<file path="src/rtl/cvtg_pkg.sv">
`timescale 1ns / 1ps

package cvtg_pkg;

  localparam int ByteCountW = 12;
  localparam int LineCountW = 11;
  localparam int HRegW      = 11;
  localparam int VRegW      = 10;
  localparam int CfgDataW   = 11;
  localparam int CfgIndexW  = 3;
  localparam int PixelW     = 8;

  typedef enum logic [CfgIndexW-1:0] {
    REG_ACTIVE_BYTES = 3'd0,
    REG_LINE_WRAP    = 3'd1,
    REG_ACTIVE_FIRST = 3'd2,
    REG_ACTIVE_END   = 3'd3,
    REG_SYNC_LINES   = 3'd4,
    REG_FRAME_WRAP   = 3'd5
  } cfg_reg_t;

  localparam logic [HRegW-1:0] ActiveBytesRst = 11'd1280;
  localparam logic [HRegW-1:0] LineWrapRst    = 11'd1568;
  localparam logic [VRegW-1:0] ActiveFirstRst = 10'd17;
  localparam logic [VRegW-1:0] ActiveEndRst   = 10'd497;
  localparam logic [VRegW-1:0] SyncLinesRst   = 10'd3;
  localparam logic [VRegW-1:0] FrameWrapRst   = 10'd510;

  localparam logic [ByteCountW-1:0] Bar1End = 12'd160;
  localparam logic [ByteCountW-1:0] Bar2End = 12'd220;
  localparam logic [ByteCountW-1:0] Bar3End = 12'd320;
  localparam logic [PixelW-1:0]     Bar1Y   = 8'd64;
  localparam logic [PixelW-1:0]     Bar2Y   = 8'd128;
  localparam logic [PixelW-1:0]     Bar3Y   = 8'd192;
  localparam logic [PixelW-1:0]     Bar4Y   = 8'd255;

  typedef struct packed {
    logic [HRegW-1:0] active_bytes;
    logic [HRegW-1:0] line_wrap;
    logic [VRegW-1:0] active_first;
    logic [VRegW-1:0] active_end;
    logic [VRegW-1:0] sync_lines;
    logic [VRegW-1:0] frame_wrap;
  } cfg_t;

  typedef struct packed {
    logic              line_valid;
    logic              frame_sync;
    logic [PixelW-1:0] pixel_byte;
  } beat_t;

  function automatic logic [PixelW-1:0] bar_luma(input logic [ByteCountW-1:0] pos);
    logic [PixelW-1:0] y;
    if (pos < Bar1End) y = Bar1Y;
    else if (pos < Bar2End) y = Bar2Y;
    else if (pos < Bar3End) y = Bar3Y;
    else y = Bar4Y;
    return y;
  endfunction

endpackage

</file>
<file path="src/rtl/cvtg_cfg_regs.sv">
`timescale 1ns / 1ps

module cvtg_cfg_regs (
  input  logic                           clk,
  input  logic                           rst,
  input  logic                           cfg_write,
  input  logic [cvtg_pkg::CfgIndexW-1:0] cfg_index,
  input  logic [cvtg_pkg::CfgDataW-1:0]  cfg_data,
  output cvtg_pkg::cfg_t                 cfg
);
  import cvtg_pkg::*;

  always_ff @(posedge clk) begin
    if (rst) begin
      cfg.active_bytes <= ActiveBytesRst;
      cfg.line_wrap    <= LineWrapRst;
      cfg.active_first <= ActiveFirstRst;
      cfg.active_end   <= ActiveEndRst;
      cfg.sync_lines   <= SyncLinesRst;
      cfg.frame_wrap   <= FrameWrapRst;
    end else if (cfg_write) begin
      unique case (cfg_reg_t'(cfg_index))
        REG_ACTIVE_BYTES: cfg.active_bytes <= cfg_data[HRegW-1:0];
        REG_LINE_WRAP:    cfg.line_wrap    <= cfg_data[HRegW-1:0];
        REG_ACTIVE_FIRST: cfg.active_first <= cfg_data[VRegW-1:0];
        REG_ACTIVE_END:   cfg.active_end   <= cfg_data[VRegW-1:0];
        REG_SYNC_LINES:   cfg.sync_lines   <= cfg_data[VRegW-1:0];
        REG_FRAME_WRAP:   cfg.frame_wrap   <= cfg_data[VRegW-1:0];
        default: ;
      endcase
    end
  end

endmodule

</file>
<file path="src/rtl/cvtg_timing.sv">
`timescale 1ns / 1ps

module cvtg_timing (
  input  logic            clk,
  input  logic            rst,
  input  cvtg_pkg::cfg_t  cfg,
  input  logic            advance,
  input  logic            tick,
  output cvtg_pkg::beat_t result
);
  import cvtg_pkg::*;

  logic [ByteCountW-1:0] byte_counter;
  logic [LineCountW-1:0] line_counter;
  logic [1:0]            byte_phase;
  beat_t                 held;

  logic [ByteCountW-1:0] byte_inc;
  logic [ByteCountW-1:0] byte_counter_next;
  logic [LineCountW-1:0] line_step;
  logic [LineCountW-1:0] line_counter_next;
  logic                  line_adv;
  beat_t                 held_next;

  always_comb begin
    byte_inc  = byte_counter + 1'b1;
    line_adv  = byte_inc > {1'b0, cfg.line_wrap};
    byte_counter_next = line_adv ? '0 : byte_inc;
    line_step = line_adv ? line_counter + 1'b1 : line_counter;
    line_counter_next = (line_step > {1'b0, cfg.frame_wrap}) ? '0 : line_step;

    held_next.line_valid = (byte_inc < {1'b0, cfg.active_bytes}) &&
                           (line_counter > {1'b0, cfg.active_first}) &&
                           (line_counter < {1'b0, cfg.active_end});
    held_next.frame_sync = line_step < {1'b0, cfg.sync_lines};
    held_next.pixel_byte = byte_phase[0] ? '0 : bar_luma(byte_counter_next);
  end

  assign result = tick ? held_next : held;

  always_ff @(posedge clk) begin
    if (rst) begin
      byte_counter <= '0;
      line_counter <= '0;
      byte_phase   <= '0;
      held         <= '0;
    end else if (advance && tick) begin
      byte_counter <= byte_counter_next;
      line_counter <= line_counter_next;
      byte_phase   <= byte_phase + 1'b1;
      held         <= held_next;
    end
  end

endmodule

</file>
<file path="src/rtl/cvtg_out_buf.sv">
`timescale 1ns / 1ps

module cvtg_out_buf (
  input  logic            clk,
  input  logic            rst,
  input  logic            load,
  input  cvtg_pkg::beat_t din,
  output logic            space,
  output logic            out_valid,
  input  logic            out_ready,
  output cvtg_pkg::beat_t dout
);
  import cvtg_pkg::*;

  logic  skid_valid;
  beat_t skid;

  assign space = !skid_valid;

  always_ff @(posedge clk) begin
    if (rst) begin
      out_valid  <= 1'b0;
      skid_valid <= 1'b0;
    end else if (!out_valid || out_ready) begin
      out_valid  <= skid_valid || load;
      skid_valid <= 1'b0;
    end else if (load) begin
      skid_valid <= 1'b1;
    end
  end

  always_ff @(posedge clk) begin
    if (!out_valid || out_ready) begin
      dout <= skid_valid ? skid : din;
    end
    if (load && out_valid && !out_ready) begin
      skid <= din;
    end
  end

endmodule

</file>
<file path="src/rtl/camera_video_timing_generator_core.sv">
`timescale 1ns / 1ps

// Camera video timing source with a four-bar YUV 4:2:2 test pattern.
// Input channel: one beat per pixel-clock step; tick=1 advances the byte,
// line and phase counters, tick=0 repeats the last active outputs.
// Output channel: one beat per input beat carrying line_valid, frame_sync
// and pixel_byte (Y, U, Y, V order; U and V are zero).
// Each accepted beat's result is registered, in the output or skid stage.
// Throughput: one beat per cycle while the receiver keeps up, set by the
// counter update feeding a registered output stage.
// When the receiver stalls, one further beat is caught in a skid register,
// after which in_ready drops until the output drains; no beat is lost.
// Configuration: cfg_write with cfg_index 0..5 sets active_bytes,
// line_wrap, active_first, active_end, sync_lines, frame_wrap; write only
// while idle. Other indexes are ignored.
// Reset: counters and held outputs clear to zero, registers take their
// defaults, both channels empty.

module camera_video_timing_generator_core (
  input  logic                           clk,
  input  logic                           rst,
  input  logic                           in_valid,
  output logic                           in_ready,
  input  logic                           tick,
  output logic                           out_valid,
  input  logic                           out_ready,
  output logic                           line_valid,
  output logic                           frame_sync,
  output logic [cvtg_pkg::PixelW-1:0]    pixel_byte,
  input  logic                           cfg_write,
  input  logic [cvtg_pkg::CfgIndexW-1:0] cfg_index,
  input  logic [cvtg_pkg::CfgDataW-1:0]  cfg_data
);
  import cvtg_pkg::*;

  cfg_t  cfg;
  beat_t result;
  beat_t dout;
  logic  accept;

  assign accept = in_valid && in_ready;

  cvtg_cfg_regs u_cfg (
    .clk       (clk),
    .rst       (rst),
    .cfg_write (cfg_write),
    .cfg_index (cfg_index),
    .cfg_data  (cfg_data),
    .cfg       (cfg)
  );

  cvtg_timing u_timing (
    .clk     (clk),
    .rst     (rst),
    .cfg     (cfg),
    .advance (accept),
    .tick    (tick),
    .result  (result)
  );

  cvtg_out_buf u_out (
    .clk       (clk),
    .rst       (rst),
    .load      (accept),
    .din       (result),
    .space     (in_ready),
    .out_valid (out_valid),
    .out_ready (out_ready),
    .dout      (dout)
  );

  assign line_valid = dout.line_valid;
  assign frame_sync = dout.frame_sync;
  assign pixel_byte = dout.pixel_byte;

endmodule

</file>
<file path="config.mk">
export PLATFORM = sky130hd
export DESIGN_NAME = camera_video_timing_generator_core
export DESIGN_NICKNAME = d
export VERILOG_FILES = /design/src/rtl/cvtg_pkg.sv /design/src/rtl/cvtg_cfg_regs.sv /design/src/rtl/cvtg_timing.sv /design/src/rtl/cvtg_out_buf.sv /design/src/rtl/camera_video_timing_generator_core.sv
export SDC_FILE = /design/constraint.sdc
export NUM_CORES = 1
export LEC_CHECK = 0
export BUFFER_PORTS_ARGS = -buffer_cell sky130_fd_sc_hd__buf_2
export CAP_MARGIN = 10
export CELL_PAD_IN_SITES_DETAIL_PLACEMENT = 1
export CELL_PAD_IN_SITES_GLOBAL_PLACEMENT = 2
export CORE_MARGIN = 5
export CORE_UTILIZATION = 39
export DETAILED_ROUTE_END_ITERATION = 7
export PLACE_DENSITY_LB_ADDON = 0.1
export SLEW_MARGIN = 20
export SYNTH_ARGS = -nofsm -noshare
export SYNTH_HDL_FRONTEND = slang
export SYNTH_SLANG_ARGS = --single-unit
</file>
<file path="constraint.sdc">
create_clock -name clk -period 11.6 [get_ports clk]
set_input_delay 2.32 -clock clk [delete_from_list [all_inputs] [get_ports clk]]
set_output_delay 2.32 -clock clk [all_outputs]
set_load 0.05 [all_outputs]
</file>
After elaboration in Yosys (flattened, before gate mapping) --
Cells that the tools add are included.
Word-level totals: output and inout bits 12, logic and storage cells 65, bits in registers 119, input bits 20
Operators by class: equal/unequal tests 5, magnitude comparators 9, add/subtract/negate cells 3, reductions and logical operators 19, mux-type cells 9
Operators by type and width (number):
- < comparator 12 x 8 -> 1 bit, second input constant | 2
- 2-to-1 mux 8 bit | 3
- > comparator 11 x 10 -> 1 bit | 2
- < comparator 11 x 10 -> 1 bit | 2
- 2-to-1 mux 11 bit | 2
- 2-to-1 mux 10 bit | 2
- adder 12 x 1 -> 12 bit, second input constant | 1
- > comparator 12 x 11 -> 1 bit | 1
- < comparator 12 x 11 -> 1 bit | 1
- < comparator 12 x 9 -> 1 bit, second input constant | 1
- 2-to-1 mux 12 bit | 1
- AND reduction 2 bit | 6
- adder 11 x 1 -> 11 bit, second input constant | 1
- == test 3 x 2 -> 1 bit, second input constant | 2
- == test 3 bit, second input constant | 2
- logical AND 1 bit | 6
- 2-to-1 mux 6 bit | 1
- == test 3 x 1 -> 1 bit, second input constant | 1
- zero test 1 bit | 3
- zero test 3 bit | 1
- adder 2 x 1 -> 2 bit, second input constant | 1
- logical OR 1 bit | 2
- OR reduction 2 bit | 1

Longest topological paths before layout --
word-level depth 10, mapped depth 24

Hierarchy --
From an unflattened synthesis, not the netlist that was laid out.
Second synthesis, totals: cells, all modules 708, area, all modules 6575.1 µm²
Modules (own cells, without submodules):
- cvtg_timing | instances 1, sequential area each 580.6 µm², area an instance 3281.9 µm², cells each 436
- cvtg_cfg_regs | instances 1, sequential area each 1241.2 µm², area an instance 2458.6 µm², cells each 231
- cvtg_out_buf | instances 1, sequential area each 640.6 µm², area an instance 828.3 µm², cells each 40
- camera_video_timing_generator_core | instances 1, sequential area each 0.0 µm², area an instance 6.3 µm², cells each 1

Worst setup path before layout --
No wires, ideal clock.
path type register to register, start point reg u_timing.byte_counter[0], end point reg u_timing.held[8] (netlist name), period minus slack after synthesis 5036 ps, buffers on the path 2, cell stages (with the launch flop) 25, setup time 70 ps, required time 11530 ps, setup slack 6564 ps, data arrival time 4966 ps, cell sequence dfxtp_1 -> ha_1 -> clkbuf_1 -> nand2_1 -> nor2_1 -> nand3_1 -> xnor2_1 -> ha_1 -> and3_1 -> a221o_1 -> a2111oi_4 -> o31ai_4 -> buf_2 -> and3_1 -> nand2_1 -> xnor2_1 -> ha_1 -> a21o_1 -> a211oi_1 -> nor2_1 -> o21a_1 -> o21ai_0 -> nand2b_1 -> or4_1 -> a21oi_1
On the way: word-level cells in the longest chain between the ends 4
Ends and longest elaborated chain:
- from (decl) | RTL line cvtg_timing.sv:13 | logic [ByteCountW-1:0] byte_counter;
- from (signal assigned) | RTL line cvtg_timing.sv:48 | byte_counter <= byte_counter_next;
- adder 12 x 1 -> 12 bit | RTL line cvtg_timing.sv:26 | byte_inc = byte_counter + 1'b1;
- > comparator 12 x 11 -> 1 bit | RTL line cvtg_timing.sv:27 | line_adv = byte_inc > {1'b0, cfg.line_wrap};
- 2-to-1 mux 11 bit | RTL line cvtg_timing.sv:29 | line_step = line_adv ? line_counter + 1'b1 : line_counter;
- < comparator 11 x 10 -> 1 bit | RTL line cvtg_timing.sv:35 | held_next.frame_sync = line_step < {1'b0, cfg.sync_lines};
- to (signal assigned) | RTL line cvtg_timing.sv:51 | held <= held_next;
- to (decl) | RTL line cvtg_timing.sv:16 | beat_t held;
No other way between the ends. A chain may end at the register's enable or synchronous reset.

Final worst setup path --
Ends and elaborated chain as after synthesis.

==> summary.md <==
| Metric | Value |
|---|---|
| Initial antenna violation count | `0` |
| DR pass1 iterations | `4` |
| Number of I/O port buffers | `31` |
| WL met1 | `8300 µm` |
| LEAKAGE | `2.86 nW` |
| Setup_tns | `0 ns` |
| Max_cap viols | `0` |
| CTS HTree Levels | `3` |
| Die area | `17800 µm²` |
| TritonCTS Sinks | `103` |
| Cell Rows | `45` |
| Period utilization | `0.488` |
| Final min period | `5.66 ns` |
| R2r endpoint | `u_timing.held[8]` |
| Pin count of the biggest net entering global routing | `85` |
| Top Ports | `32` |
| Yosys cell types | `57` |
| Final Max Tran Viols | `0` |
| Yosys top cell by area | `dfxtp_1` |
| Syn_area_per_cell | `8.12 µm²` |
| Worst clock skew | `0.0111 ns` |
| Final WL | `16700 µm` |
| Maximum fanout along the worst path | `23` |
| Antenna Nets Post-Route | `0` |
| Core region area | `15100 µm²` |
| Clock latency on the worst-skew pair | `0.36 ns` |
| Antenna diodes | `0` |
| Post-layout util | `0.431` |
| CTS tree | `yes` |
| Vias in the first global route | `5094` |
| Drc violations | `0` |
| Die span in x | `134 µm` |
| CTS Buf Count | `9` |
| Ys async rst share | `0` |
| Mapped Nets | `814` |
| Die height | `134 µm` |
| Status | `finished clean` |
| Min-delay src | `u_cfg.cfg[35]` |
| Critical path class | `flip-flop to flip-flop` |
| Int Pwr | `0.549 mW` |
| Synth top area cells | `dfxtp_1 (31%), ha_1 (13%), nand2_1 (9.5%)` |
| Total gr overflow | `0` |
| Post-synth EDFFs | `10` |
| Power Dens Cells | `115 nW/µm²` |
| Routed length on met3 | `597 µm` |
| Synth warnings | `0` |
| Gate Count Post-Synth | `733` |
| #FFs+latches synth | `103` |
| Main synth FF type | `dfxtp_1` |
| Initial Util | `0.394` |
| Vias/cell | `5.29` |
| GP Congestion | `0.846` |
| CP required | `11.88 ns` |
| Total power | `0.749 mW` |
| Worst R2R Setup Slack | `5.94 ns` |
| Final Setup Violations | `0` |
| CTS Buffer Depth | `2` |
| Via count | `4958` |
| RSZ-0062 raised after global routing | `false` |
| Worst reg2reg path depth | `23` |
| Critical path arrival | `5.94 ns` |
| CTS resizes | `0` |
| Seq/Total Area, Yosys | `0.363` |
| Crit. End Element | `flip-flop` |
| Post-CTS Setup Bufs | `0` |
| Crit start category | `flip-flop` |
| DP Wirelength | `12700 µm` |
| Switching Fraction | `0.267` |
| Hold_buf cts | `0` |
| Min-Delay Endpoint | `u_cfg.cfg[35]` |
| Slew HR | `0.334` |
| Most common cell in the netlist | `nand2_1` |
| NetSw | `0.200 mW` |
| Reg2reg start | `u_timing.byte_counter[0]` |
| CTS Root Cell | `clkbuf_16` |
| Layout area overhead | `9.42%` |
| Synth top area share | `0.313` |
| Drt wl/cell | `17.8 µm` |
| F_max | `0.177 GHz` |
| Gr usage total | `0.195` |
| Final Hold Fails | `0` |
| Hold depth | `2` |
| Syn Std Cell Area | `5950 µm²` |
| Worst-path clk slew | `0.08 ns` |
| Sequential power share | `0.498` |
| Fin nets | `825` |
| Commonest cells post-synth | `nand2_1 (150), dfxtp_1 (93), inv_1 (68)` |
| Worst vdd ir | `0.0000772 V` |
| Hold crit path type | `flip-flop to flip-flop` |
| First-pass GRT wire length | `27200 µm` |
| Layout cell share with drive strength beyond 1 | `0.0921` |
| WL met2 | `7520 µm` |
| Worst slew pin tran | `0.995 ns` |
| Logic pwr share | `0.088` |
| Drt initial violations | `212` |
| Clock network power share | `0.414` |
| Top Metal Used | `met4` |
-- worst max-delay path by stage --
stage                  endpoint  cells after the start                      from
3_5_place_dp   u_timing.held[8]                     23  u_timing.byte_counter[0]
5_1_grt        u_timing.held[8]                     23  u_timing.byte_counter[0]
2_1_floorplan  u_timing.held[8]                     24  u_timing.byte_counter[0]
6_report       u_timing.held[8]                     23  u_timing.byte_counter[0]
3_3_place_gp   u_timing.held[8]                     23  u_timing.byte_counter[0]
4_1_cts        u_timing.held[8]                     23  u_timing.byte_counter[0]
-- sequential cells by signal (all words and copies together) (netlist names) --
signal and flops:
u_out.skid_valid 1, u_timing.held 5, u_out.dout 5, u_timing.byte_counter 12
u_timing.line_counter 11, u_out.out_valid 1, u_out.skid 5, u_timing.byte_phase 1
u_cfg.cfg 62
-- placed cells by master (no fill, tap or decap), drive strengths merged, types with 8 or more instances in the layout --
master	instances
clkbuf	11
a21o	14
nand2b	8
nand3b	18
a21oi	65
nand3	16
nand2	150
xnor2	15
xor2	10
nor2	44
inv	71
nor2b	8
edfxtp	10
dfxtp	93
mux2	9
nor3	9
buf	34
o21ai	19
ha	61
and3	9
-- area by class of cell --
class | instances | area (µm²)
Clock inverter | 5 | 46.3
Tap cell | 188 | 235
Inverter | 69 | 259
Sequential cell | 103 | 2160
Clock buffer | 11 | 253
Fill cell | 1833 | 8580
Multi-Input combinational cell | 527 | 3380
Timing Repair Buffer | 34 | 178
-- power by group through the flow --
stage / Combinational, mW / Sequential [mW] / Clock [mW]
6_report: 0.0662 / 0.373 / 0.310
5_1_grt: 0.0734 / 0.374 / 0.330
4_1_cts: 0.0668 / 0.373 / 0.319
3_5_place_dp: 0.0666 / 0.381 / 0
3_3_place_gp: 0.0646 / 0.381 / 0
2_1_floorplan: 0.0403 / 0.386 / 0
-- layer usage --
layer | vias up | GRT usage
met5 | - | 0
li1 | 2501 | -
met3 | 14 | 0.0344
met1 | 2369 | 0.273
met2 | 74 | 0.310
met4 | 0 | 0.0526
-- metrics by stage --
step	worst slack (ns)	instances	instance area, µm²	hold WS (ns)
after floorplan	6.56	733	5950	0.434
after global placement	6.25	921	6210	0.442
after detailed placement	5.92	921	6210	0.449
after CTS	5.86	937	6500	0.459
after global routing	5.51	937	6510	0.476
final	5.94	937	6510	0.458
-- worst max-delay path: stages, from the launching register on --
cell and delay [ns]:
dfxtp_1 0.48, ha_1 0.42, nand2_1 0.12, nor2_1 0.16
nand3_1 0.12, xnor2_1 0.30, ha_1 0.31, and3_1 0.20
a221o_1 0.34, a2111oi_4 0.34, o31ai_4 0.11, buf_4 0.23
and3_1 0.25, nand2_1 0.10, xnor2_1 0.22, ha_1 0.32
a21o_1 0.19, a211oi_1 0.23, nor2_1 0.07, o21a_1 0.17
o21ai_0 0.17, nand2b_1 0.11, or4_1 0.47, a21oi_1 0.12
-- kinds of logic after synthesis --
family                     Yosys count  synth area share
muxes                               10            0.0187
AOI/OAI and AO/OA                  142             0.155
and+or+nand+nor                    289             0.225
adders and majority gates           61             0.128
buffers and inverters              103            0.0698
xor gates and xnor gates            25            0.0393
DFF                                103             0.363
Power figures use the tool's default switching activity.
